--- src/hw/rtl/mmcs_pkg.sv ---
package mmcs_pkg;

  localparam int PIX_W = 8;
  localparam logic [PIX_W-1:0] PIX_MAX = 8'd255;
  localparam logic [PIX_W-1:0] PIX_MIN = 8'd0;

  // one quotient bit per divider step
  localparam int DIV_STEPS = PIX_W;
  localparam int CNT_W = $clog2(DIV_STEPS);

  // request kinds
  localparam logic REQ_MEASURE = 1'b0;
  localparam logic REQ_APPLY = 1'b1;

  // result source select
  localparam logic [1:0] RES_QUOT = 2'd0;
  localparam logic [1:0] RES_ZERO = 2'd1;
  localparam logic [1:0] RES_FULL = 2'd2;

  typedef logic [PIX_W-1:0] pix_t;

  // controller to datapath
  typedef struct packed {
    logic measure;  // fold input pixel into min/max
    logic start;    // latch pixel, set up divider
    logic step;     // one restoring division step
    logic load;     // move result into output register
  } ctrl_cmd_t;

  // datapath to controller
  typedef struct packed {
    logic out_free;  // output register can take a new result this cycle
  } ctrl_sts_t;

endpackage

--- src/hw/rtl/min_max_contrast_stretch_top.sv ---
// Measure transfer: no result; back-to-back at one per cycle while no apply is in flight.
// Apply transfer: result follows the input transfer after a setup step,
// 8 restoring divider steps and an output load; input stays closed until that load.
// The shared 8-step divider sets the apply rate; a waiting output stalls the load.
// Synchronous active-high rst: min = 255, max = 0, output empty.
module min_max_contrast_stretch_top (
  input  logic       clk,
  input  logic       rst,
  input  logic       s_axis_tvalid,
  output logic       s_axis_tready,
  input  logic [7:0] s_axis_tdata,   // [7:0] pixel
  input  logic [1:0] s_axis_tuser,   // [0] req_type, [1] frame_start
  output logic       m_axis_tvalid,
  input  logic       m_axis_tready,
  output logic [7:0] m_axis_tdata    // [7:0] stretched_pixel
);
  import mmcs_pkg::*;

  ctrl_cmd_t cmd;
  ctrl_sts_t sts;

  mmcs_ctrl u_ctrl (
    .clk      (clk),
    .rst      (rst),
    .in_valid (s_axis_tvalid),
    .in_req   (s_axis_tuser[0]),
    .in_ready (s_axis_tready),
    .sts      (sts),
    .cmd      (cmd)
  );

  mmcs_dpath u_dpath (
    .clk            (clk),
    .rst            (rst),
    .cmd            (cmd),
    .sts            (sts),
    .in_pixel       (s_axis_tdata),
    .in_frame_start (s_axis_tuser[1]),
    .out_valid      (m_axis_tvalid),
    .out_ready      (m_axis_tready),
    .out_pixel      (m_axis_tdata)
  );

endmodule

--- src/hw/rtl/mmcs_ctrl.sv ---
module mmcs_ctrl (
  input  logic               clk,
  input  logic               rst,
  input  logic               in_valid,
  input  logic               in_req,
  output logic               in_ready,
  input  mmcs_pkg::ctrl_sts_t sts,
  output mmcs_pkg::ctrl_cmd_t cmd
);
  import mmcs_pkg::*;

  localparam logic [1:0] ST_IDLE = 2'd0;
  localparam logic [1:0] ST_DIV  = 2'd1;
  localparam logic [1:0] ST_LOAD = 2'd2;

  logic [1:0]       state;
  logic [1:0]       state_next;
  logic [CNT_W-1:0] cnt;
  logic [CNT_W-1:0] cnt_next;
  logic             accept;

  assign in_ready = (state == ST_IDLE);
  assign accept   = in_valid && in_ready;

  // next state and commands
  always_comb begin
    state_next  = state;
    cnt_next    = cnt;
    cmd         = '0;
    case (state)
      ST_IDLE: begin
        if (accept) begin
          if (in_req == REQ_APPLY) begin
            cmd.start  = 1'b1;
            cnt_next   = '0;
            state_next = ST_DIV;
          end else begin
            cmd.measure = 1'b1;
          end
        end
      end
      ST_DIV: begin
        cmd.step = 1'b1;
        cnt_next = cnt + 1'b1;
        if (cnt == CNT_W'(DIV_STEPS - 1)) begin
          state_next = ST_LOAD;
        end
      end
      ST_LOAD: begin
        if (sts.out_free) begin
          cmd.load   = 1'b1;
          state_next = ST_IDLE;
        end
      end
      default: begin
        state_next = ST_IDLE;
      end
    endcase
  end

  always_ff @(posedge clk) begin
    if (rst) begin
      state <= ST_IDLE;
      cnt   <= '0;
    end else begin
      state <= state_next;
      cnt   <= cnt_next;
    end
  end

endmodule

--- src/hw/rtl/mmcs_dpath.sv ---
module mmcs_dpath (
  input  logic                clk,
  input  logic                rst,
  input  mmcs_pkg::ctrl_cmd_t cmd,
  output mmcs_pkg::ctrl_sts_t sts,
  input  mmcs_pkg::pix_t      in_pixel,
  input  logic                in_frame_start,
  output logic                out_valid,
  input  logic                out_ready,
  output mmcs_pkg::pix_t      out_pixel
);
  import mmcs_pkg::*;

  pix_t        running_min;
  pix_t        running_max;
  pix_t        base_min;
  pix_t        base_max;
  pix_t        diff;
  logic [15:0] num;
  pix_t        rem;
  pix_t        shreg;     // numerator low bits in, quotient bits out
  pix_t        den;
  logic [1:0]  res_sel;
  logic [8:0]  trial;
  logic        q_bit;
  pix_t        result;

  // min/max tracking, frame start restarts from reset values
  always_comb begin
    base_min = in_frame_start ? PIX_MAX : running_min;
    base_max = in_frame_start ? PIX_MIN : running_max;
  end

  always_ff @(posedge clk) begin
    if (rst) begin
      running_min <= PIX_MAX;
      running_max <= PIX_MIN;
    end else if (cmd.measure) begin
      running_min <= (in_pixel < base_min) ? in_pixel : base_min;
      running_max <= (in_pixel > base_max) ? in_pixel : base_max;
    end
  end

  // numerator 255*(p-min) as (d<<8)-d
  assign diff = in_pixel - running_min;
  assign num  = {diff, 8'd0} - {8'd0, diff};

  // restoring division step; remainder stays below divisor
  assign trial = {rem, shreg[PIX_W-1]};
  assign q_bit = (trial >= {1'b0, den});

  always_ff @(posedge clk) begin
    if (cmd.start) begin
      rem   <= num[15:8];
      shreg <= num[7:0];
      den   <= running_max - running_min;
      if ((running_max <= running_min) || (in_pixel <= running_min)) begin
        res_sel <= RES_ZERO;
      end else if (in_pixel >= running_max) begin
        res_sel <= RES_FULL;
      end else begin
        res_sel <= RES_QUOT;
      end
    end else if (cmd.step) begin
      rem   <= q_bit ? PIX_W'(trial - {1'b0, den}) : trial[PIX_W-1:0];
      shreg <= {shreg[PIX_W-2:0], q_bit};
    end
  end

  // result select
  always_comb begin
    case (res_sel)
      RES_ZERO: result = PIX_MIN;
      RES_FULL: result = PIX_MAX;
      default:  result = shreg;
    endcase
  end

  // output register
  assign sts.out_free = !out_valid || out_ready;

  always_ff @(posedge clk) begin
    if (rst) begin
      out_valid <= 1'b0;
    end else if (cmd.load) begin
      out_valid <= 1'b1;
    end else if (out_ready) begin
      out_valid <= 1'b0;
    end
  end

  always_ff @(posedge clk) begin
    if (cmd.load) begin
      out_pixel <= result;
    end
  end

endmodule

--- config.mk ---
export PLATFORM = sky130hd
export DESIGN_NAME = min_max_contrast_stretch_top
export DESIGN_NICKNAME = d
export VERILOG_FILES = /design/src/hw/rtl/mmcs_pkg.sv /design/src/hw/rtl/min_max_contrast_stretch_top.sv /design/src/hw/rtl/mmcs_ctrl.sv /design/src/hw/rtl/mmcs_dpath.sv
export SDC_FILE = /design/constraint.sdc
export NUM_CORES = 1
export LEC_CHECK = 0
export ABC_AREA = 1
export BUFFER_PORTS_ARGS = -buffer_cell sky130_fd_sc_hd__buf_2
export CAP_MARGIN = 20
export CORE_UTILIZATION = 60
export CTS_CLUSTER_DIAMETER = 150
export DETAILED_ROUTE_END_ITERATION = 6
export PLACE_DENSITY = 0.8
export RECOVER_POWER = 100
export SLEW_MARGIN = 40
export SYNTH_ARGS = -nofsm -noshare
export SYNTH_HDL_FRONTEND = slang
export SYNTH_SLANG_ARGS = --single-unit
--- constraint.sdc ---
create_clock -name clk -period 3.3 [get_ports clk]
set_input_delay 0.66 -clock clk [delete_from_list [all_inputs] [get_ports clk]]
set_output_delay 0.66 -clock clk [all_outputs]
set_load 0.005 [all_outputs]
# Yosys cells after proc, flatten, opt, wreduce, memory -nomap -nowiden
# Index checks and enable logic that the tools add are counted.
# op_classes
reduce_logical	10
mux	28
n_eq_ne	9
magnitude_cmp	6
add_sub_neg	5
# ops
cell	count
8-bit two-way mux	9
8-bit subtractor	3
8-bit less-or-equal comparator	2
8-bit case mux with 2 select lines	1
16-bit by 8-bit subtractor with 16-bit output	1
2-bit two-way mux	7
9-bit by 8-bit greater-or-equal comparator with 1-bit output	1
8-bit greater-or-equal comparator	1
8-bit > comparator	1
8-bit less-than comparator	1
1-bit two-way mux	7
3-bit two-way mux	2
2-bit inequality test (second input constant)	3
2-bit case mux with 3 select lines	1
3-bit case mux with 2 select lines	1
2-bit nonzero test	3
2-bit by 1-bit equality test with 1-bit output (second input constant)	2
2-bit equality test (second input constant)	2
4-bit AND reduction	1
3-bit by 1-bit adder with 3-bit output (second input constant)	1
3-bit equality test (second input constant)	1
3-bit AND reduction	1
2-bit logical NOT	1
1-bit logical OR	2
other kinds (3)	3
# totals
register_bits	56
input_bits	14
wordCells	68

# Depth between registers and ports, before layout
# logic_depth
ltp_word	5
depth_mapped	16
mapped_depth_nobuf	15

# Cells and area by module
# A second synthesis with hierarchy kept.
# hier_totals
cells_unflattened	580
hier_area_um2	4379.2
# modules_own_cells
mod	area_per_inst_um2	cells_per_inst	instances	seq_area_each_um2
mmcs_dpath	4119.0	544	1	1361.3
mmcs_ctrl	260.2	36	1	100.1

# Worst setup path before layout
# Ideal clock, no wire load.
# synth_timing
path_kind	input to register
startpoint	in s_axis_tdata[0]
endpoint	reg u_dpath.rem[4], data pin
slack_ns	0.727
cell_stages	13
required_ns	3.046
arrival_ns	2.320
setup_ns	0.254
n_path_buf	0
cell_sequence	inv_1 -> ha_1 -> inv_1 -> fa_1 -> inv_1 -> ha_1 -> inv_1 -> nor2_2 -> nand3_2 -> nor2_4 -> nand2_2 -> a21oi_1 -> nor2_1
# synth_via
elab_chain_len	3
# synth_lines
element	line_no	text
from (decl)	min_max_contrast_stretch_top.sv:11	input logic [7:0] s_axis_tdata,
8-bit subtractor	mmcs_dpath.sv:45	assign diff = in_pixel - running_min;
16-bit by 8-bit subtractor with 16-bit output	mmcs_dpath.sv:46	assign num = {diff, 8'd0} - {8'd0, diff};
8-bit two-way mux	mmcs_dpath.sv:53	if (cmd.start) begin
to (signal assigned)	mmcs_dpath.sv:54	rem <= num[15:8];
to (signal assigned)	mmcs_dpath.sv:65	rem <= q_bit ? PIX_W'(trial - {1'b0, den}) : trial[PIX_W-1:0];
to (decl)	mmcs_dpath.sv:20	pix_t rem;
# No other way between the ends.
# A chain may end at the register's enable or synchronous reset.

# Worst setup path in the final report
# Same ends and word-level chain as after synthesis.

==> out/results.txt <==
run status -> complete, but fails checks
failing checks -> DRC
DRC viols -> 2
H-Tree Depth -> 2
Mapped Cells -> 596
via count -> 3866
Final nets -> 684
Post-Place Cells -> 708
Avg Cell Area, Syn -> 7.482 µm²
Metal-1 WL -> 4110 µm
met2 wire length -> 4679 µm
routed len/inst -> 13.04 µm
row count -> 31
setup TNS -> 0 ns
# fillers -> 642
Pwr Density -> 425.4 nW/µm²
root buffer cell -> clkbuf_8
Port Buffer Count -> 23
Crit Path Class -> in -> reg
most instantiated cells after synthesis -> 146 x nand2_1, 90 x inv_1, 51 x ha_1
sequential share of the synthesized area -> 32.77%
die area -> 7781 µm²
worst IR drop on VDD -> 201.8 µV
Sw Ratio -> 37.31%
flop-to-flop setup slack -> 0.60 ns
initial core utilization -> 61.81%
Die H -> 88.21 µm
post-CTS setup buffer count -> 0
CTS Buf Count -> 5
P_leak -> 2.287 nW
Pre-Repair DR Iteration Count -> 7
number of global-route vias before repair -> 3435
final slew viol count -> 0
mean number of vias per cell -> 5.399
Combinational Power Share -> 36.4%
Min-Delay Path Class -> reg -> reg
x dimension of the die -> 88.21 µm
CTS max path bufs -> 2
Core Region -> 7214 µm²
top cell type's share of synthesized area -> 22.90%
clock network fraction of design power -> 19.9%
CP Launch Type -> input port
Setup Skew -> 0.009242 ns
Post-synth ARST share -> 0%
number of antenna violations at the first check in global routing -> 0
Crit. End Element -> flop
first-pass GRT wire length -> 15260 µm
ANT nets after route -> 0
Synth Cell Area -> 4459 µm²
Setup Viol. Count Final -> 0
Synth Register Bits -> 56
EDFF count, synth -> 34
RSZ-0062 raised after global routing -> no
layout cells sized above 1 -> 7.293%
Rel. slew slack -> 12.76%
post_cts resized -> 0
total grt overflow -> 0
transition time of the tightest slew-check pin -> 1.299 ns
Synth warnings -> 0
I/O pin total -> 24
minimum clock period -> 2.730 ns
cell-internal power -> 1.242 mW
Max Used Layer -> met4
Post-Route WL -> 9334 µm
Post-Syn Nets -> 664
critical path required time -> 3.38 ns
sequential share of power -> 43.8%
synth-to-layout area growth -> 4.461%
largest area contributor in the netlist -> edfxtp_1
total clock sinks -> 56
top_reg_cell synth -> edfxtp_1
clock latency on the worst-skew pair -> 0.32 ns
n_diodes -> 0
Tcrit/Tclk final -> 82.73%
count leader, synth -> nand2_1
cts hold-fix bufs -> 0
routability cong. -> 0.8721
CP max FO -> 4
CTS tree -> done
largest net degree at the start of global routing -> 23
met3 WL post-DR -> 357 µm
drt first-iter violations -> 171
Layout Cells excl Fill -> 716
crit path DAT -> 2.81 ns
post-synth cell types -> 42
max frequency -> 366.3 MHz
Clk pin slew, worst setup/hold paths -> 0.11 ns
switching power total -> 739.4 µW
HPWL after detailed placement -> 7423 µm
Max Cap Viol -> 0
GRT Util Overall -> 24.92%
Fin. Hold Viols -> 0
synth top area cells -> edfxtp_1 23%, ha_1 14%, nand2_1 12%
## flip-flops by register name, summed over array words and instances (netlist names)
name / count
u_dpath.den: 8
u_dpath.out_pixel: 8
u_dpath.rem: 8
u_dpath.running_max: 8
u_dpath.running_min: 8
u_dpath.shreg: 8
u_ctrl.cnt: 3
u_ctrl.state: 2
u_dpath.res_sel: 2
u_dpath.out_valid: 1
## worst max-delay path: stages
cell and delay [ns]:
clkbuf_1 0.12, inv_1 0.11, ha_1 0.21, inv_1 0.12, fa_1 0.45, inv_1 0.11
ha_1 0.18, inv_1 0.05, nor2_1 0.15, nand3_1 0.14, nor2_1 0.24, nand2_2 0.10
a21oi_1 0.13, nor2_1 0.05
## layer usage
layer,vias to the layer above,global-route usage [%]
li1,1989,-
met1,1759,30.79
met2,101,45.31
met3,17,3.172
met4,0,7.331
met5,-,0
## path summary, 6_finish.rpt
check,from,endpoint,depth (start not counted)
worst min register to register,u_ctrl.cnt[1]$_SDFFE_PP0P_,u_ctrl.cnt[1]$_SDFFE_PP0P_,2
worst max-delay path,s_axis_tdata[0],u_dpath.rem[4]$_DFFE_PP_,14
worst min-delay path,u_ctrl.cnt[1]$_SDFFE_PP0P_,u_ctrl.cnt[1]$_SDFFE_PP0P_,2
worst max register to register,u_dpath.rem[4]$_DFFE_PP_,u_dpath.rem[3]$_DFFE_PP_,9
## power groups by stage
| stage | logic, mW | clock network (mW) | registers, mW |
|---|---|---|---|
| 6_report | 0.721 | 0.393 | 0.867 |
| 5_1_grt | 0.811 | 0.426 | 0.874 |
| 4_1_cts | 0.730 | 0.400 | 0.869 |
| 3_5_place_dp | 0.726 | 0 | 0.885 |
| 3_3_place_gp | 0.705 | 0 | 0.881 |
| 2_1_floorplan | 0.579 | 0 | 0.867 |
## metrics by stage
step           hold slack [ns]  setup slack [ns]  cell area, µm²  power [mW]  utilization (%)
2_1_floorplan           0.4447            0.7266            4459       1.446                -
3_3_place_gp            0.4539            0.5043            4637       1.586            64.27
3_5_place_dp            0.4659            0.4195            4637       1.611            64.27
4_1_cts                 0.4813            0.7687            4733       1.998            65.61
5_1_grt                 0.5037            0.3146            4658       2.111            64.57
6_report                0.4784            0.5699            4658       1.982            64.57
## kinds of logic after synthesis
| family | count (synthesis) | synth area share [%] |
|---|---|---|
| adder cells (fa/ha/maj) | 54 | 15.66 |
| AND/OR/NAND/NOR | 286 | 29.10 |
| flip-flops | 56 | 32.77 |
| XOR/XNOR | 13 | 2.553 |
| AO/OA/AOI/OAI | 83 | 10.47 |
| buffers and inverters | 104 | 9.455 |
## cell usage in the layout, fill, tap and decap left out, drive strengths merged
cell type / count
nand3b: 4
o221ai: 1
o21ai: 25
o21bai: 1
a21oi: 47
a31oi: 1
xor2: 11
nand2: 162
buf: 13
inv: 92
nor3: 6
nor2: 58
fa: 3
nand3: 47
o311ai: 1
or2: 1
nand4: 8
xnor2: 2
clkbuf: 17
ha: 51
o21a: 3
clkinvlp: 1
a21boi: 1
edfxtp: 34
o211ai: 1
dfxtp: 22
clkinv: 2
o22ai: 1
a211oi: 1
## cell type report
class                      count  area, µm²  area share (%)
clock buffer                   5      68.82           1.477
multi-input combinational    436       2521           54.12
inverter                      92      345.3           7.413
timing repair buffer          25      110.1           2.364
clock inverter                 3      27.53          0.5909
sequential                    56       1461           31.37
tap                           99      123.9           2.659
No activity file was read; power rests on OpenSTA's default activity.
